===== src/rtl/kwm_pkg.sv =====
// ----------------------------------------------------------------------------
// kwm_pkg
// Shared types and constants of the k-way sorted merge block.
// ----------------------------------------------------------------------------
package kwm_pkg;

    localparam int VAL_W          = 32;
    localparam int LIST_NUM_W     = 3;
    localparam int LISTS_DEF      = 8;
    localparam int LIST_DEPTH_DEF = 64;

    typedef enum logic [1:0] {
        ST_STORED = 2'd0,
        ST_FULL   = 2'd1,
        ST_OUT    = 2'd2,
        ST_EMPTY  = 2'd3
    } t_status;

endpackage


===== src/rtl/kwm_head_select.sv =====
// ----------------------------------------------------------------------------
// kwm_head_select
// Running minimum over the list heads streamed in during a pull scan.
// ----------------------------------------------------------------------------
module kwm_head_select import kwm_pkg::*; #(
    parameter int LISTS  = LISTS_DEF,
    parameter int META_W = 8
) (
    input  logic                     i_clk,
    input  logic                     i_rst_n,
    input  logic                     i_clear,
    input  logic                     i_cand_vld,
    input  logic [$clog2(LISTS)-1:0] i_cand_idx,
    input  logic [VAL_W-1:0]         i_cand_val,
    input  logic [META_W-1:0]        i_cand_meta,
    output logic [$clog2(LISTS)-1:0] o_best_idx,
    output logic [VAL_W-1:0]         o_best_val,
    output logic [META_W-1:0]        o_best_meta
);

    logic                     r_found;
    logic [$clog2(LISTS)-1:0] r_best_idx;
    logic [VAL_W-1:0]         r_best_val;
    logic [META_W-1:0]        r_best_meta;
    logic                     take;

    // strict less keeps the lower list on equal values
    assign take = i_cand_vld && (!r_found || ($signed(i_cand_val) < $signed(r_best_val)));

    always_ff @(posedge i_clk) begin
        if (!i_rst_n) begin
            r_found <= 1'b0;
        end else begin
            priority if (i_clear) begin
                r_found <= 1'b0;
            end else if (take) begin
                r_found     <= 1'b1;
                r_best_idx  <= i_cand_idx;
                r_best_val  <= i_cand_val;
                r_best_meta <= i_cand_meta;
            end
        end
    end

    assign o_best_idx  = r_best_idx;
    assign o_best_val  = r_best_val;
    assign o_best_meta = r_best_meta;

endmodule

===== config.mk =====
export PLATFORM = sky130hd
export DESIGN_NAME = kwm_head_select
export DESIGN_NICKNAME = d
export VERILOG_FILES = /design/src/rtl/kwm_pkg.sv /design/src/rtl/kwm_head_select.sv
export SDC_FILE = /design/constraint.sdc
export NUM_CORES = 1
export LEC_CHECK = 0
export BUFFER_PORTS_ARGS = -buffer_cell sky130_fd_sc_hd__clkbuf_2
export CORE_UTILIZATION = 41
export CTS_BUF_LIST = sky130_fd_sc_hd__clkbuf_2 sky130_fd_sc_hd__clkbuf_4 sky130_fd_sc_hd__clkbuf_8
export DETAILED_ROUTE_END_ITERATION = 10
export PLACE_DENSITY = 0.7
export RECOVER_POWER = 50
export SYNTH_ARGS = -nofsm -noshare
export SYNTH_HDL_FRONTEND = slang
export SYNTH_SLANG_ARGS = --single-unit

===== constraint.sdc =====
create_clock -name i_clk -period 8.6 [get_ports i_clk]
set_input_delay 0 -clock i_clk [delete_from_list [all_inputs] [get_ports i_clk]]
set_output_delay 0 -clock i_clk [all_outputs]
set_load 0.05 [all_outputs]

==> flow_results.org, run 1 <==
** CTS
- H-tree lvl count :: 2
- TritonCTS built the clock tree.
- The number of clock buffers added by TritonCTS is 5.
- Once the clock tree was built, the setup fixing pass inserted 0 buffers.
- The clock passes through at most 2 buffers.
- Counting every sink on the clock net gives 44.
- # resized after CTS :: 0
- Clock transition at the registers of the reported paths :: 0.08 ns
- Insertion delay to the later sink of the worst-skew pair :: 0.29 ns
- Hold-fix buffer count after cts :: 45
- Root Buffer Master :: clkbuf_8

** Power
- Power comes to 0.4761 mW.
- P per Cell Area :: 150.5 nW/um^2
- Sequential fraction of design power :: 51.6%
- Proportion of power drawn by combinational gates :: 16.6%
- Net load switching power :: 0.1159 mW
- Of the total power, the share spent switching nets is 24.34%.
- Internal power :: 0.3602 mW
- The worst-case IR drop observed on VDD is 0.0001298 V.
- Summed over all cells, the static leakage comes to 1.371 nW.
- Clk network pwr share :: 31.8%

** Worst setup path
- CP Capture Type :: register
- Counting both buffers and inverters, the worst setup path holds a total of 2.
- Walking the worst path, the cells encountered are inv_1, ha_1, a21oi_1, o21ai_0, a221o_1, a211o_1, a31o_1, nor3_4, buf_4.
- Class of the most critical setup path :: register to register
- Data on the critical path is required at its endpoint by 8.56 ns.
- In this run the critical register-to-register path is captured at o_best_meta[6].
- FF-to-FF setup slack :: 5.42 ns
- The worst setup path is launched from a register.
- In this design, the largest share of critical-path delay is due to compound AO/OA/AOI/OAI gates.
- In this design, the stage delay of the slowest critical-path cell is 0.61 ns.
- Data arrives at the worst endpoint at 3.14 ns.
- Cell with the largest stage delay on the worst path :: nor3_4
- Largest fanout on the critical path :: 27
- Crit path launch :: o_best_val[21]
- Path depth of the worst reg2reg path :: 9
- The worst register-to-register path begins at o_best_val[21].

** Place
- The number of placed instances, taps included, is 318.
- The congestion estimate from routability-driven global placement came to 0.7307.
- In this run the cell area measured after placement is 2670 um^2.
- During placement, the flow inserted port buffers numbering 89.
- Once detailed placement completed, the half-perimeter wirelength came to 3340 um.
- Worst setup slack after placement :: 5.392 ns

** Outcome
- The run finished with clean final reports.

** STA
- Counting I/O delays and the setup requirement, the final critical path takes 3.180 ns.
- Final hold violation count :: 0
- Transition time at the pin with the least slew margin :: 0.7881 ns
- The final critical path takes up 36.98% of the cycle.
- RSZ-0062 raised after global routing :: false
- Across all hold checks on the routed design, the worst slack comes to 0.3270 ns.
- In the post-route analysis, the smallest setup slack over all paths is 5.420 ns.
- On the final layout, the worst clock skew is 0.006392 ns.
- Measured against its own limit, the worst slew margin works out to 47.29%.
- Max Slew Vio Count :: 0
- Count of endpoints failing setup in the final report :: 0
- After routing, the total negative slack on setup checks comes to 0 ns.
- Maximum clock frequency :: 314.4 MHz

** Layout
- In the final design database the tool counted 381 nets.
- The finished layout holds 371 standard cells, fillers aside.
- After routing the design area is 3164 um^2.
- Counting the fill cells in the layout gives 393.
- Area grow syn2layout :: 48.76%
- Total area of sequential cells :: 1311 um^2
- Of the cells placed in the final design, the portion with a size suffix greater than 1 is 15.46%.
- 0 antenna diodes ended up in the layout.
- Utilization after layout :: 65.26%
- Summing all multi-input logic gate instances after layout gives 701.9 um^2.

** Die
- Initial Util :: 43.87%
- Standard cell core area :: 4848 um^2
- Count of standard-cell rows :: 25
- Die boundary width :: 74.03 um
- Measured along the y axis, the die boundary spans 74.03 um.
- The die covers 5480 um^2.
- For this design the top-level I/O count stands at 90.

** Hold path
- Hold-critical path endpoint :: o_best_val[25]
- Start point of the worst hold path :: i_rst_n
- Hold-critical path depth :: 4
- Class of the worst hold path :: input port to register

** Synthesis
- Synth Warn # :: 0
- Number of flip-flops and latches in the synthesized netlist :: 44
- Number of nets produced by synthesis :: 239
- The average instance in the mapped netlist occupies 13.21 um^2.
- Synthesis produced 161 cells.
- Summing the sequential cell areas from Yosys gives 61.65% of the chip area.
- Library cell with the largest summed area after synthesis :: edfxtp_1
- Dominant cells by area after synthesis :: edfxtp_1 61%, ha_1 18%, inv_1 5.6%, a21oi_1 3.3%, nand4_1 1.8%
- The synthesized netlist occupies a cell area of 2127 um^2.
- Cell variety after synth :: 22
- Top cell type's share of synthesized area :: 60.71%

** Routing
- For this run, design rule violations remaining after detail routing come to 0.
- The first TritonRoute pass finished after 4 iterations.
- In this run, the number of DRC markers left after iteration 0 of detailed routing was 62.
- Routed length per instance :: 12.67 um
- The detailed router placed 1,739 vias in this run.
- Via count normalized by instance count :: 4.687
- The final layout contains routed wiring with a total length of 4700 um.
- The count of nets left with antenna violations once routing finished came out at 0.

** Global route
- First-pass GRT wire length :: 7472 um
- The number of global-route vias before repair was 1,728.
- Antenna violations before repair :: 0
- For this run, global-route usage on met1 was measured as 21.69%.
- Met2 capacity usage during global routing :: 32.22%
- Met3 capacity usage during global routing :: 5.556%
- Global route overflow :: 0
- Entering global routing, the biggest net connects 28 pins.
- Global routing used 18.18% of the available tracks across all layers.
- met2 is the most crowded layer.

** Job
- Maxcap violations :: 0
==> worst max-delay path by stage <==
stage | cells past startpoint | slack, ns | end
4_1_cts | 9 | 5.38 | o_best_val[15]
2_1_floorplan | 8 | 4.50 | o_best_idx[0]
6_report | 9 | 5.42 | o_best_meta[6]
3_3_place_gp | 9 | 5.46 | o_best_idx[1]
3_5_place_dp | 9 | 5.39 | o_best_meta[3]
5_1_grt | 9 | 5.21 | o_best_val[6]
==> worst register-to-register path, delay by kind of cell, from the launching register on <==
kind | cells | cell delay (ns)
flip-flops | 1 | 0.38
AO/OA/AOI/OAI | 5 | 1.06
adder cells (fa/ha/maj) | 1 | 0.23
AND/OR/NAND/NOR | 1 | 0.61
buffers and inverters | 2 | 0.54
==> layout make-up <==
class	instances	share of cell area, %
clock inverter	3	1.186
sequential	44	41.44
inverter	32	3.796
timing repair buffer	135	26.57
tap	67	2.649
multi-input combinational	85	22.18
clock buffer	5	2.175
==> cells in the mapped netlist <==
| library cell | n |
|---|---|
| edfxtp_1 | 43 |
| inv_1 | 32 |
| ha_1 | 31 |
| a21oi_1 | 14 |
| nand2_1 | 7 |
| nand4_1 | 6 |
| o21ai_0 | 6 |
| nand3_1 | 3 |
| nor2_1 | 3 |
| a2111oi_0 | 2 |
| a21o_1 | 2 |
| nor3b_1 | 2 |
| a211o_1 | 1 |
| a221o_1 | 1 |
| a31o_1 | 1 |
| dfxtp_1 | 1 |
| nand2b_1 | 1 |
| nand3b_1 | 1 |
| nor3_1 | 1 |
| nor3_2 | 1 |
| nor4_1 | 1 |
| o211ai_1 | 1 |
==> routing by layer <==
layer  vias up  routed length, um
li1        871                  -
met1       815               2006
met2        49               2449
met3         4                216
met4         0                 27
met5         -                  0
==> cell usage in the layout, fill, tap and decap left out, types with 3 or more instances in the layout <==
master,Yosys,final
nor2_1,3,3
inv_1,32,32
edfxtp_1,43,43
ha_1,31,31
clkbuf_2,0,39
clkbuf_1,0,50
dlygate4sd3_1,0,45
nand2_1,7,7
clkbuf_8,0,5
nand3_1,3,3
a21oi_1,14,14
o21ai_0,6,6
nand4_1,6,6
==> kinds of logic (layout without fill, tap and decap cells) <==
family / after synthesis / in the layout / synth area share (%)
flops: 44 / 44 / 61.65
fa+ha+maj: 31 / 31 / 18.24
buf+inv: 32 / 175 / 5.647
simple gates: 26 / 26 / 6.588
compound gates: 28 / 28 / 7.883
==> state kept, by name, indices dropped and copies added (netlist names) <==
signal,cells
o_best_idx,3
r_found,1
o_best_val,32
o_best_meta,8
==> power groups by stage <==
stage	sequential, mW	combinational (mW)	clock [mW]
2_1_floorplan	0.271	0.0207	0
3_3_place_gp	0.250	0.0641	0
3_5_place_dp	0.250	0.0652	0
4_1_cts	0.246	0.0816	0.155
5_1_grt	0.246	0.0866	0.163
6_report	0.246	0.0792	0.151
Power figures use the tool's default switching activity.
==> inputs of run 2 (changes only) <==
--- a/config.mk
+++ b/config.mk
@@ -9,7 +9,7 @@
 export CORE_UTILIZATION = 41
 export CTS_BUF_LIST = sky130_fd_sc_hd__clkbuf_2 sky130_fd_sc_hd__clkbuf_4 sky130_fd_sc_hd__clkbuf_8
 export DETAILED_ROUTE_END_ITERATION = 10
-export PLACE_DENSITY = 0.7
+export PLACE_DENSITY = 0.73
 export RECOVER_POWER = 50
 export SYNTH_ARGS = -nofsm -noshare
 export SYNTH_HDL_FRONTEND = slang
==> constraint.sdc (replaced) <==
create_clock -name i_clk -period 2.7 [get_ports i_clk]
set_input_delay 0 -clock i_clk [delete_from_list [all_inputs] [get_ports i_clk]]
set_output_delay 0 -clock i_clk [all_outputs]
set_load 0.05 [all_outputs]
==> flow_results.org, run 2 (synthesized netlist as in run 1, its figures left out) <==
** Worst setup path
- Class of the most critical setup path :: register to register
- The worst setup path is captured at a register.
- FF-to-FF setup slack :: 0.21 ns
- Together, buffers and inverters on the worst path number 2.
- STA puts the critical path data required time at 2.70 ns.
- Along the worst path, the maximum fanout reaches 11.
- Top cell family by delay on the critical path :: compound AO/OA/AOI/OAI gates
- Type of origin of the critical path :: register
- The largest single stage delay on the critical path is 0.40 ns.
- STA puts the critical path data arrival time at 2.48 ns.
- The largest individual stage delay along the critical path comes from the cell edfxtp_1.
- Crit path cell chain :: inv_1, ha_4, a21oi_1, nand2_1, a221o_1, a211o_1, a31o_1, nor3_4, buf_4

** Hold path
- The min-delay analysis places its worst path in the category input port to register.

** Layout
- The area growth from synthesis to layout is 51.12%.
- Largest register FFs :: 32
- Registers take 1311 um^2.
- The multi-input combinational cells in the finished layout cover a total of 726.9 um^2.
- The library cells used most frequently in the layout, excluding fill and tap cells, are 52 x clkbuf_1, 45 x dlygate4sd3_1, 43 x edfxtp_1.
- 0 antenna diodes ended up in the layout.
- Number of filler instances in the final layout :: 406
- Fraction of layout cells with a size suffix above 1 :: 16.01%
- In the final design database the tool counted 383 nets.
- Cell area after layout :: 3214 um^2
- Leaving out fill and tap cells, the most frequent cell in the layout is clkbuf_1.

** STA
- For the pin with the worst max-slew slack, the measured transition is 0.6134 ns.
- The max-slew violation count came to 0.
- Final critical-path setup slack :: 0.2138 ns
- Final hold violation count :: 0
- The worst path in the final design needs a cycle of 2.486 ns, including I/O delays and setup.
- Maximum clock frequency :: 402.2 MHz
- Summed over all failing endpoints, the final setup total negative slack is 0 ns.
- RSZ-0062 raised after global routing :: false
- Worst setup skew after layout :: 0.007823 ns
- Count of endpoints failing setup in the final report :: 0
- Headroom to the max-slew limit came out at 59.28%.
- Worst hold slack after final layout :: 0.4156 ns
- Dividing the final minimum period by the clock period gives 92.08%.

** CTS
- H-tree lvl count :: 2
- In this run the clock root is driven by a clkbuf_8.
- No sink is reached through more buffers than the 2 on the longest clock path.
- TritonCTS created 5 clock buffers.
- The clock reaches the later pin of the worst-skew pair after 0.29 ns.
- TritonCTS clock tree :: built
- Post-CTS Repair Setup Buffers :: 0
- Clock transition at the registers of the reported paths :: 0.08 ns
- # clock sinks :: 44

** Global route
- In the global route stage, overall resource usage came out at 18.30%.
- Maximum number of pins on one net before global-route repair :: 24
- The number of antenna violations at the first check in global routing is 0.
- The first global-routing pass estimated 7458 um of wire.
- Via count of the first global-routing pass :: 1,792
- Global routing finished with a remaining overflow of 0.

** Power
- In this run, the combinational gates consume 17.0% of the power.
- Total power for the finished layout comes to 1.526 mW.
- For this design the ratio of total power to cell area is 474.9 nW/um^2.
- The analysis attributes to cell leakage a power of 1.378 nW.
- Switching part of the total :: 24.50%
- Summed over all nets, the switching power comes to 0.3739 mW.
- Sequential fraction of design power :: 51.2%
- Worst VDD drop :: 0.0003041 V
- Internal power comes to 1.152 mW.
- The clock network is responsible for 31.8% of the overall power.

** Place
- Post-detail-place hpwl :: 3359 um
- The congestion estimate from routability-driven global placement came to 0.6702.
- After detailed placement, the total cell area comes to 2723 um^2.
- Port buffering added 89 buffers.
- Worst setup slack after placement :: 0.2242 ns

** Die
- Count of standard-cell rows :: 25
- Floorplan die height :: 74.03 um
- The die covers 5480 um^2.
- Die boundary width :: 74.03 um
- The core region is 4848 um^2.
- Boundary pin count :: 90
- The initial utilization of the core area, before any placement, comes to 43.87%.

** Routing
- The first detailed-routing pass took 4 iterations.
- In this run the remaining antenna-violating nets after routing total 0.
- After detailed routing, no signal wire sits above met4.
- After detailed routing, the number of remaining DRC violations is 0.
- Detailed-routed wire length on met3 :: 264 um
- In the final routed layout, each cell accounts on average for 12.74 um.
- Via count of the routed design :: 1,722
- Wires add up to 4752 um.
- The detailed router put a total of 1928 um of wire on met1.
- Wire segments on met2 add up to 2499 um in the final route.
- After the first detailed-routing iteration, the DRC count stood at 44.
- Via count normalized by instance count :: 4.617

** Outcome
- The run finished with clean final reports.

** Job
- Max-cap violations in this run came to 0.
[run 2: final cells by class]
type / instances / area share (%)
Clock buffer: 5 / 2.141
Clock inverter: 3 / 1.168
Timing Repair Buffer: 137 / 26.94
Multi-Input combinational cell: 85 / 22.62
Inverter: 32 / 3.737
Tap cell: 67 / 2.608
Sequential cell: 44 / 40.79
[run 2: worst register-to-register path: cells and delay by family, from the launching register on]
family / cells / cell delay, ns
adder cells (fa/ha/maj): 1 / 0.21
AND/OR/NAND/NOR: 2 / 0.31
buffers and inverters: 2 / 0.34
flip-flops: 1 / 0.40
AO/OA/AOI/OAI: 4 / 0.94
[run 2: layer usage]
layer	vias up	global-route usage [%]
met5	-	0
met4	0	5.983
met3	8	5.556
met2	57	34.34
met1	780	19.43
li1	877	-
[run 2: worst paths after layout]
path,startpoint,end,cells after the start
setup / recovery,o_best_val[30],o_best_val[26],9
hold / removal,i_cand_idx[0],o_best_idx[0],2
setup reg to reg,o_best_val[30],o_best_val[26],9
hold reg to reg,r_found,o_best_val[16],3
[run 2: power groups by stage]
| stage | logic, mW | registers, mW | clock network, mW |
|---|---|---|---|
| 3_3_place_gp | 0.210 | 0.796 | 0 |
| 5_1_grt | 0.284 | 0.784 | 0.524 |
| 2_1_floorplan | 0.0690 | 0.862 | 0 |
| 6_report | 0.260 | 0.782 | 0.485 |
| 4_1_cts | 0.268 | 0.782 | 0.498 |
| 3_5_place_dp | 0.216 | 0.797 | 0 |
[run 2: stage by stage]
step | cells | util [%]
6_report | 373 | 66.30
2_1_floorplan | 161 | -
3_5_place_dp | 320 | 56.15
3_3_place_gp | 320 | 56.15
4_1_cts | 373 | 67.64
5_1_grt | 373 | 66.30
[run 2: timing repair]
item | CTS | global route
hold endpoints to repair | 44 | 0
gates resized for setup | 0 | 0
hold buffers | 45 | 0
endpoints found under the setup margin | 0 | 0
